$ cat config.mk
export PLATFORM = sky130hd
export DESIGN_NAME = double_ended_queue
export DESIGN_NICKNAME = d
export VERILOG_FILES = /design/src/rtl/deq_pkg.sv /design/src/rtl/deq_store.sv /design/src/rtl/double_ended_queue.sv
export SDC_FILE = /design/constraint.sdc
export NUM_CORES = 2
export LEC_CHECK = 0
export BUFFER_PORTS_ARGS = -buffer_cell sky130_fd_sc_hd__buf_2
export CORE_ASPECT_RATIO = 1.25
export CORE_UTILIZATION = 40
export DETAILED_ROUTE_END_ITERATION = 16
export PLACE_DENSITY = 0.58
export SLEW_MARGIN = 25
export SYNTH_ARGS = -nofsm -noshare
export SYNTH_HDL_FRONTEND = slang
export SYNTH_HIERARCHICAL = 1
export SYNTH_SLANG_ARGS = --single-unit
$ cat constraint.sdc
create_clock -name clk -period 18.4 [get_ports clk]
set_input_delay 0.92 -clock clk [delete_from_list [all_inputs] [get_ports clk]]
set_output_delay 0.92 -clock clk [all_outputs]
set_load 0.03 [all_outputs]
$ cat src/rtl/deq_pkg.sv
// ----------------------------------------------------------------------------
// deq_pkg: shared definitions for the double-ended queue
// Word width, default depth, operation and status codes.
// ----------------------------------------------------------------------------
package deq_pkg;

    localparam int WORD_W    = 32;
    localparam int DEPTH_DEF = 64;

    // operation codes
    localparam logic [2:0] OP_PUSH_BACK  = 3'd0;
    localparam logic [2:0] OP_PUSH_FRONT = 3'd1;
    localparam logic [2:0] OP_POP_FRONT  = 3'd2;
    localparam logic [2:0] OP_POP_BACK   = 3'd3;
    localparam logic [2:0] OP_SEARCH     = 3'd4;

    // result status codes
    localparam logic [1:0] ST_DONE  = 2'd0;
    localparam logic [1:0] ST_EMPTY = 2'd1;
    localparam logic [1:0] ST_FULL  = 2'd2;

endpackage

$ cat src/rtl/deq_store.sv
// ----------------------------------------------------------------------------
// deq_store: entry storage for the double-ended queue
// One write port, one read port with registered read data.
// ----------------------------------------------------------------------------
module deq_store
    import deq_pkg::*;
#(
    parameter int DEPTH = DEPTH_DEF
) (
    input  logic                     clk,
    input  logic                     wr_en,
    input  logic [$clog2(DEPTH)-1:0] wr_addr,
    input  logic [WORD_W-1:0]        wr_data,
    input  logic                     rd_en,
    input  logic [$clog2(DEPTH)-1:0] rd_addr,
    output logic [WORD_W-1:0]        rd_data
);

    logic [WORD_W-1:0] mem [DEPTH];

    always_ff @(posedge clk)
    begin
        if (wr_en)
        begin
            mem[wr_addr] <= wr_data;
        end
    end

    always_ff @(posedge clk)
    begin
        if (rd_en)
        begin
            rd_data <= mem[rd_addr];
        end
    end

endmodule

$ cat src/rtl/double_ended_queue.sv
// ----------------------------------------------------------------------------
// double_ended_queue: bounded deque of signed 32-bit words
// Ring buffer with front/back indices, shadowed end words and a scan engine.
// ----------------------------------------------------------------------------
// Usage:
//   Input channel (in_valid/in_ready) carries one transaction: opcode and
//   data_word. Output channel (out_valid/out_ready) returns one result per
//   input transaction: popped value, found flag, status, front/back words
//   and occupancy after the operation.
//   One transaction is in work at a time; in_ready is high only while the
//   sequencer is idle. From accept, the sequencer steps through its states:
//     push            EXEC, DONE
//     pop             EXEC, FETCH, DONE (FETCH only if entries remain)
//     search          EXEC, SCAN for each held entry up to a match, DONE
//     other opcodes   EXEC, DONE
//   The next transaction is accepted in the cycle after the result is
//   registered. The search walks the storage one entry per cycle through
//   its single read port; the front and back words are held in shadow
//   registers, so pushes need no read and pops one read for the new end.
//   A full result register that the receiver stalls holds the sequencer
//   in its final state until the slot frees up; nothing is dropped.
//   Reset empties the queue (front index 0, occupancy 0). Storage content
//   is not cleared; entries are read only after being written.
// ----------------------------------------------------------------------------
module double_ended_queue
    import deq_pkg::*;
#(
    parameter int DEPTH = DEPTH_DEF
) (
    input  logic                             clk,
    input  logic                             rst_n,
    input  logic                             in_valid,
    output logic                             in_ready,
    input  logic [2:0]                       opcode,
    input  logic signed [WORD_W-1:0]         data_word,
    output logic                             out_valid,
    input  logic                             out_ready,
    output logic signed [WORD_W-1:0]         popped_value,
    output logic                             found,
    output logic [1:0]                       status,
    output logic signed [WORD_W-1:0]         front_word,
    output logic signed [WORD_W-1:0]         back_word,
    output logic [$clog2(DEPTH+1)-1:0]       occupancy
);

    localparam int AW = $clog2(DEPTH);
    localparam int CW = $clog2(DEPTH + 1);
    localparam logic [AW-1:0] IDX_LAST  = AW'(DEPTH - 1);
    localparam logic [CW-1:0] CNT_FULL  = CW'(DEPTH);
    localparam logic [CW-1:0] CNT_ONE   = CW'(1);

    // sequencer states, one-hot
    typedef enum logic [4:0] {
        S_IDLE  = 5'b00001,
        S_EXEC  = 5'b00010,
        S_FETCH = 5'b00100,
        S_SCAN  = 5'b01000,
        S_DONE  = 5'b10000
    } state_t;

    // ring index step with wrap (DEPTH need not be a power of two)
    function automatic logic [AW-1:0] idx_inc(input logic [AW-1:0] idx);
        return (idx == IDX_LAST) ? '0 : idx + AW'(1);
    endfunction

    function automatic logic [AW-1:0] idx_dec(input logic [AW-1:0] idx);
        return (idx == '0) ? IDX_LAST : idx - AW'(1);
    endfunction

    state_t              state_reg, state_next;
    logic [2:0]          op_reg, op_next;
    logic [WORD_W-1:0]   word_reg, word_next;
    logic [AW-1:0]       front_idx_reg, front_idx_next;
    logic [AW-1:0]       back_idx_reg, back_idx_next;
    logic [CW-1:0]       count_reg, count_next;
    logic [WORD_W-1:0]   front_word_reg, front_word_next;
    logic [WORD_W-1:0]   back_word_reg, back_word_next;
    logic [WORD_W-1:0]   popped_reg, popped_next;
    logic                found_reg, found_next;
    logic [1:0]          status_reg, status_next;
    logic [AW-1:0]       scan_addr_reg, scan_addr_next;
    logic [CW-1:0]       scan_cnt_reg, scan_cnt_next;
    logic                fetch_back_reg, fetch_back_next;

    // result register
    logic                out_valid_reg, out_valid_next;
    logic [WORD_W-1:0]   out_popped_reg, out_popped_next;
    logic                out_found_reg, out_found_next;
    logic [1:0]          out_status_reg, out_status_next;
    logic [WORD_W-1:0]   out_front_reg, out_front_next;
    logic [WORD_W-1:0]   out_back_reg, out_back_next;
    logic [CW-1:0]       out_count_reg, out_count_next;

    // storage port signals
    logic                wr_en;
    logic [AW-1:0]       wr_addr;
    logic                rd_en;
    logic [AW-1:0]       rd_addr;
    logic [WORD_W-1:0]   rd_data;

    logic                is_full;
    logic                is_empty;
    logic [AW-1:0]       front_inc, front_dec, back_inc, back_dec;

    deq_store #(
        .DEPTH (DEPTH)
    ) u_store (
        .clk     (clk),
        .wr_en   (wr_en),
        .wr_addr (wr_addr),
        .wr_data (word_reg),
        .rd_en   (rd_en),
        .rd_addr (rd_addr),
        .rd_data (rd_data)
    );

    assign is_full   = (count_reg == CNT_FULL);
    assign is_empty  = (count_reg == '0);
    assign front_inc = idx_inc(front_idx_reg);
    assign front_dec = idx_dec(front_idx_reg);
    assign back_inc  = idx_inc(back_idx_reg);
    assign back_dec  = idx_dec(back_idx_reg);

    assign in_ready     = (state_reg == S_IDLE);
    assign out_valid    = out_valid_reg;
    assign popped_value = $signed(out_popped_reg);
    assign found        = out_found_reg;
    assign status       = out_status_reg;
    assign front_word   = $signed(out_front_reg);
    assign back_word    = $signed(out_back_reg);
    assign occupancy    = out_count_reg;

    always_comb
    begin
        state_next      = state_reg;
        op_next         = op_reg;
        word_next       = word_reg;
        front_idx_next  = front_idx_reg;
        back_idx_next   = back_idx_reg;
        count_next      = count_reg;
        front_word_next = front_word_reg;
        back_word_next  = back_word_reg;
        popped_next     = popped_reg;
        found_next      = found_reg;
        status_next     = status_reg;
        scan_addr_next  = scan_addr_reg;
        scan_cnt_next   = scan_cnt_reg;
        fetch_back_next = fetch_back_reg;

        out_valid_next  = out_valid_reg && !out_ready;
        out_popped_next = out_popped_reg;
        out_found_next  = out_found_reg;
        out_status_next = out_status_reg;
        out_front_next  = out_front_reg;
        out_back_next   = out_back_reg;
        out_count_next  = out_count_reg;

        wr_en   = 1'b0;
        wr_addr = back_inc;
        rd_en   = 1'b0;
        rd_addr = scan_addr_reg;

        unique case (state_reg)
            S_IDLE:
            begin
                if (in_valid)
                begin
                    op_next     = opcode;
                    word_next   = data_word;
                    popped_next = '0;
                    found_next  = 1'b0;
                    status_next = ST_DONE;
                    state_next  = S_EXEC;
                end
            end

            S_EXEC:
            begin
                state_next = S_DONE;
                unique case (op_reg)
                    OP_PUSH_BACK:
                    begin
                        if (is_full)
                        begin
                            status_next = ST_FULL;
                        end
                        else
                        begin
                            wr_en          = 1'b1;
                            wr_addr        = back_inc;
                            back_idx_next  = back_inc;
                            count_next     = count_reg + CW'(1);
                            back_word_next = word_reg;
                            if (is_empty)
                            begin
                                front_word_next = word_reg;
                            end
                        end
                    end

                    OP_PUSH_FRONT:
                    begin
                        if (is_full)
                        begin
                            status_next = ST_FULL;
                        end
                        else
                        begin
                            wr_en           = 1'b1;
                            wr_addr         = front_dec;
                            front_idx_next  = front_dec;
                            count_next      = count_reg + CW'(1);
                            front_word_next = word_reg;
                            if (is_empty)
                            begin
                                back_word_next = word_reg;
                            end
                        end
                    end

                    OP_POP_FRONT:
                    begin
                        if (is_empty)
                        begin
                            status_next = ST_EMPTY;
                        end
                        else
                        begin
                            popped_next    = front_word_reg;
                            front_idx_next = front_inc;
                            count_next     = count_reg - CW'(1);
                            if (count_reg != CNT_ONE)
                            begin
                                // new front word comes from storage
                                rd_en           = 1'b1;
                                rd_addr         = front_inc;
                                fetch_back_next = 1'b0;
                                state_next      = S_FETCH;
                            end
                        end
                    end

                    OP_POP_BACK:
                    begin
                        if (is_empty)
                        begin
                            status_next = ST_EMPTY;
                        end
                        else
                        begin
                            popped_next   = back_word_reg;
                            back_idx_next = back_dec;
                            count_next    = count_reg - CW'(1);
                            if (count_reg != CNT_ONE)
                            begin
                                rd_en           = 1'b1;
                                rd_addr         = back_dec;
                                fetch_back_next = 1'b1;
                                state_next      = S_FETCH;
                            end
                        end
                    end

                    OP_SEARCH:
                    begin
                        if (!is_empty)
                        begin
                            // prime the read pipe with the front entry
                            rd_en          = 1'b1;
                            rd_addr        = front_idx_reg;
                            scan_addr_next = front_inc;
                            scan_cnt_next  = count_reg;
                            state_next     = S_SCAN;
                        end
                    end

                    default:
                    begin
                        state_next = S_DONE;
                    end
                endcase
            end

            S_FETCH:
            begin
                if (fetch_back_reg)
                begin
                    back_word_next = rd_data;
                end
                else
                begin
                    front_word_next = rd_data;
                end
                state_next = S_DONE;
            end

            S_SCAN:
            begin
                // compare the entry read last cycle, read the next one
                rd_en          = 1'b1;
                rd_addr        = scan_addr_reg;
                scan_addr_next = idx_inc(scan_addr_reg);
                scan_cnt_next  = scan_cnt_reg - CW'(1);
                if (rd_data == word_reg)
                begin
                    found_next = 1'b1;
                    state_next = S_DONE;
                end
                else if (scan_cnt_reg == CNT_ONE)
                begin
                    state_next = S_DONE;
                end
            end

            S_DONE:
            begin
                if (!out_valid_reg || out_ready)
                begin
                    out_valid_next  = 1'b1;
                    out_popped_next = popped_reg;
                    out_found_next  = found_reg;
                    out_status_next = status_reg;
                    out_front_next  = is_empty ? '0 : front_word_reg;
                    out_back_next   = is_empty ? '0 : back_word_reg;
                    out_count_next  = count_reg;
                    state_next      = S_IDLE;
                end
            end

            default:
            begin
                state_next = S_IDLE;
            end
        endcase
    end

    always_ff @(posedge clk or negedge rst_n)
    begin
        if (!rst_n)
        begin
            state_reg     <= S_IDLE;
            front_idx_reg <= '0;
            back_idx_reg  <= IDX_LAST;
            count_reg     <= '0;
            out_valid_reg <= 1'b0;
        end
        else
        begin
            state_reg     <= state_next;
            front_idx_reg <= front_idx_next;
            back_idx_reg  <= back_idx_next;
            count_reg     <= count_next;
            out_valid_reg <= out_valid_next;
        end
    end

    // payload and work registers
    always_ff @(posedge clk)
    begin
        op_reg          <= op_next;
        word_reg        <= word_next;
        front_word_reg  <= front_word_next;
        back_word_reg   <= back_word_next;
        popped_reg      <= popped_next;
        found_reg       <= found_next;
        status_reg      <= status_next;
        scan_addr_reg   <= scan_addr_next;
        scan_cnt_reg    <= scan_cnt_next;
        fetch_back_reg  <= fetch_back_next;
        out_popped_reg  <= out_popped_next;
        out_found_reg   <= out_found_next;
        out_status_reg  <= out_status_next;
        out_front_reg   <= out_front_next;
        out_back_reg    <= out_back_next;
        out_count_reg   <= out_count_next;
    end

    // occupancy never exceeds the ring size
    a_count_range: assert property (@(posedge clk) disable iff (!rst_n)
        count_reg <= CNT_FULL)
        else $error("occupancy above depth");

    // an empty ring keeps back one slot behind front
    a_empty_idx: assert property (@(posedge clk) disable iff (!rst_n)
        is_empty |-> back_idx_reg == idx_dec(front_idx_reg))
        else $error("ring indices out of step on empty queue");

    // a push that fits grows the queue by exactly one
    a_push_grow: assert property (@(posedge clk) disable iff (!rst_n)
        (state_reg == S_EXEC && !is_full &&
         (op_reg == OP_PUSH_BACK || op_reg == OP_PUSH_FRONT))
        |=> count_reg == $past(count_reg) + CW'(1))
        else $error("push did not grow occupancy");

    // a full-drop result reports a full queue
    a_full_status: assert property (@(posedge clk) disable iff (!rst_n)
        (out_valid_reg && out_status_reg == ST_FULL) |-> out_count_reg == CNT_FULL)
        else $error("full status with spare room");

    // an empty-pop result reports nothing held and nothing popped
    a_empty_status: assert property (@(posedge clk) disable iff (!rst_n)
        (out_valid_reg && out_status_reg == ST_EMPTY)
        |-> (out_count_reg == '0 && out_popped_reg == '0))
        else $error("empty status inconsistent");

endmodule

==> metrics.csv <==
metric,value,unit
antenna_found_initial,10,
vias,45400,
synth-edff-count,2334,
setup_viol,0,
swShare,0.261,
dr.pass1.iters,5,
root_buffer,clkbuf_16,
fmax,145,MHz
dieArea,230000,um^2
io_pins,147,
reg2reg_from,op_reg[0],
cts_tree,yes,
slew_violations,0,
p_int,9.55,mW
numCtsBuffers,226,
grt_usage,0.207,
yosysTopAreaCellShare,0.767,
grt_pass1_vias,45500,
drive_gt1_frac,0.251,
critPathRequiredTime,18950,ps
cp-end-kind,flop,
hpwlAfterDp,131000,um
max-cap-violations,0,
period_needed,6900,ps
synth_fa_ha_area_frac,0.00178,
synth_cells,4398,
synth_area_per_cell,20.8,um^2
synth-compound-area-share,0.0369,
worstPathArrival,7440,ps
critPathKind,flop to flop,
cts_hold_buf,0,
p_seq_frac,0.498,
synthFlopType,edfxtp_1,
cp-start-kind,flop,
fp.coreArea,226000,um^2
async_flop_share,0.0106,
initial_core_util,0.403,
yosysUniqueCellTypes,81,
port-buffer-count,146,
yosysTopAreaCell,edfxtp_1,
crit_fanout,106,
synth.net_count,4450,
cts_resized,0,
finClkSkew,91.6,ps
syn_area,91400,um^2
worst_pin_slew,1110,ps
r2r_slack,11500,ps
synth_top_family_by_area,multiplexers,
max_stage_delay,830,ps
htreeDepth,4,
clock_sinks,2359,
ant_nets,0,
synth_mux_area_frac,0.135,
grt_max_degree,108,
gp_congestion,0.791,
die_w,429,um
largest_reg_flops,2048,
first_iter_violations,4525,
status,completed,
cts_max_path_buffers,4,
yosys.area_share.xor_xnor,0.00612,
rows,195,
ir_drop,0.0000839,V
hold_violations,0,
drc,0,
grt_first_pass_wirelength,342000,um
worstSkewPairLatency,900,ps
rsz0062_at_grt,no,
via_per_inst,5.81,
cts_setup_buffers,0,
maxSlewHeadroom,0.256,
clkTransAtPathRegs,60,ps
r2r_cells,13,
path_cells,"or3b_2, a21oi_1, a22oi_1, o21ai_4, buf_12, buf_4, buf_12, buf_4, mux4_2, a22oi_1, nand3_1, nand2_1, a21oi_1",
powerDensity,125,nW/um^2
areaGrowthSynthToFinish,13.3,%
p_clk_frac,0.360,
p_leak,32.7,nW
rr_endpoint,u_store/rd_data[1],
synthSimpleGateAreaFrac,0.0288,
fillCellCount,18800,
wl_per_cell,30.7,um
netlist_top_cells_area,"edfxtp_1 77%, mux4_2 11%, mux2i_1 2.1%",
ys_seq_elements,2359,
setup_slack,11500,ps
slowest_stage,buf_4,
fin_crit_sh,0.375,
power_switching,3.37,mW
yosys_warnings,6,
die_h,536,um
wl,240000,um
place_ws,11480,ps
grt-ovfl-total,0,
combPwrFrac,0.142,
final_net_count,4724,
min_path_type,primary input to asynchronous set/reset pin,
tns,0,ps
yosysSeqAreaShare,0.774,
-- synth_stat cells, types with 7 or more instances --
cell,instances
nand2_1,148
nor2b_1,20
a21oi_1,81
buf_1,12
mux4_2,446
dfrtp_1,18
clkbuf_1,105
a22oi_1,129
dfstp_2,7
xnor2_1,51
inv_1,20
or2_2,7
nand2b_1,14
buf_6,32
or3_1,7
mux2_2,32
o22a_1,14
mux2i_1,194
buf_4,29
nand3b_1,8
a211o_1,10
o21ai_0,58
a22o_1,14
nand3_1,68
and2_1,70
ha_1,13
edfxtp_1,2334
nor3_1,15
a31oi_1,28
a211oi_1,22
xor2_1,11
o211ai_1,15
o22ai_1,45
o221ai_1,17
nand4_1,13
buf_2,64
nor2_1,119
a311o_1,13
and3_1,11
-- how the worst max path moves through the flow --
stage / from / to / slack (ps)
after global placement: op_reg[2] / u_store/rd_data[31] / 11450
after floorplan: out_ready / back_word[0] / 12070
final: op_reg[0] / u_store/rd_data[1] / 11500
after detailed placement: count_reg[2] / u_store/rd_data[1] / 11480
after CTS: count_reg[5] / u_store/rd_data[1] / 11370
after global routing: op_reg[0] / u_store/rd_data[1] / 11110
-- per-stage QoR --
stage	instances	util	hold slack, ps	power (mW)	instance area [um^2]
after global routing	7807	0.457	67.6	13.3	103000
final	7814	0.457	54.0	12.9	103000
after floorplan	4398	-	400	7.69	91400
after detailed placement	7399	0.425	405	8.39	96200
after global placement	7398	0.425	402	8.36	96100
after CTS	7806	0.457	35.3	13.0	103000
-- per-layer routing --
layer  part of all wire  track usage  vias to the layer above
li1                   -            -                    18800
met1               0.40        0.278                    24500
met2               0.51        0.356                     1786
met3              0.067       0.0287                      357
met4              0.023       0.0508                        8
met5            0.00023            0                        -
-- final cells by class --
type	count	area, um^2	area share
Inverter	22	82.6	0.000798
Clock inverter	132	1410	0.0136
Tap cell	2955	3700	0.0357
Sequential cell	2359	70700	0.683
Clock buffer	275	5890	0.0569
Multi-Input combinational cell	1766	19700	0.191
Antenna cell	8	20.0	0.000193
Timing Repair Buffer	297	1940	0.0188
-- cells in the final DEF (no fill, tap or decap), drive strengths merged, types with 16 or more instances in the layout --
| cell | n |
|---|---|
| mux4 | 446 |
| mux2 | 32 |
| mux2i | 194 |
| and2 | 70 |
| edfxtp | 2334 |
| a21oi | 83 |
| a31oi | 28 |
| nor3 | 16 |
| nand2 | 149 |
| a22oi | 129 |
| o21ai | 59 |
| clkbuf | 275 |
| inv | 33 |
| o221ai | 17 |
| o22ai | 45 |
| nor2b | 20 |
| a211oi | 22 |
| nand3 | 68 |
| xnor2 | 52 |
| dfrtp | 18 |
| buf | 297 |
| clkinv | 85 |
| nor2 | 120 |
| bufinv | 27 |
-- critical path: cells and delay by family (launching register included) --
family                 cells  cell delay (ps)
AOI/OAI and AO/OA          5             1560
DFF                        1              660
and+or+nand+nor            3             1080
buffers and inverters      4             2610
muxes                      1              410
-- cells by family after synthesis --
logic type | count (synthesis)
simple gates | 533
fa+ha+maj | 13
flops | 2359
buf+inv | 273
compound gates | 485
xor+xnor | 63
mux | 672
-- power by group through the flow --
stage	Sequential, mW	Combinational, mW	Clock, mW
final	6.44	1.83	4.66
after global routing	6.45	1.97	4.93
after CTS	6.44	1.85	4.74
after detailed placement	6.55	1.84	0
after global placement	6.55	1.81	0
after floorplan	6.68	1.01	0
Power figures use the tool's default switching activity.
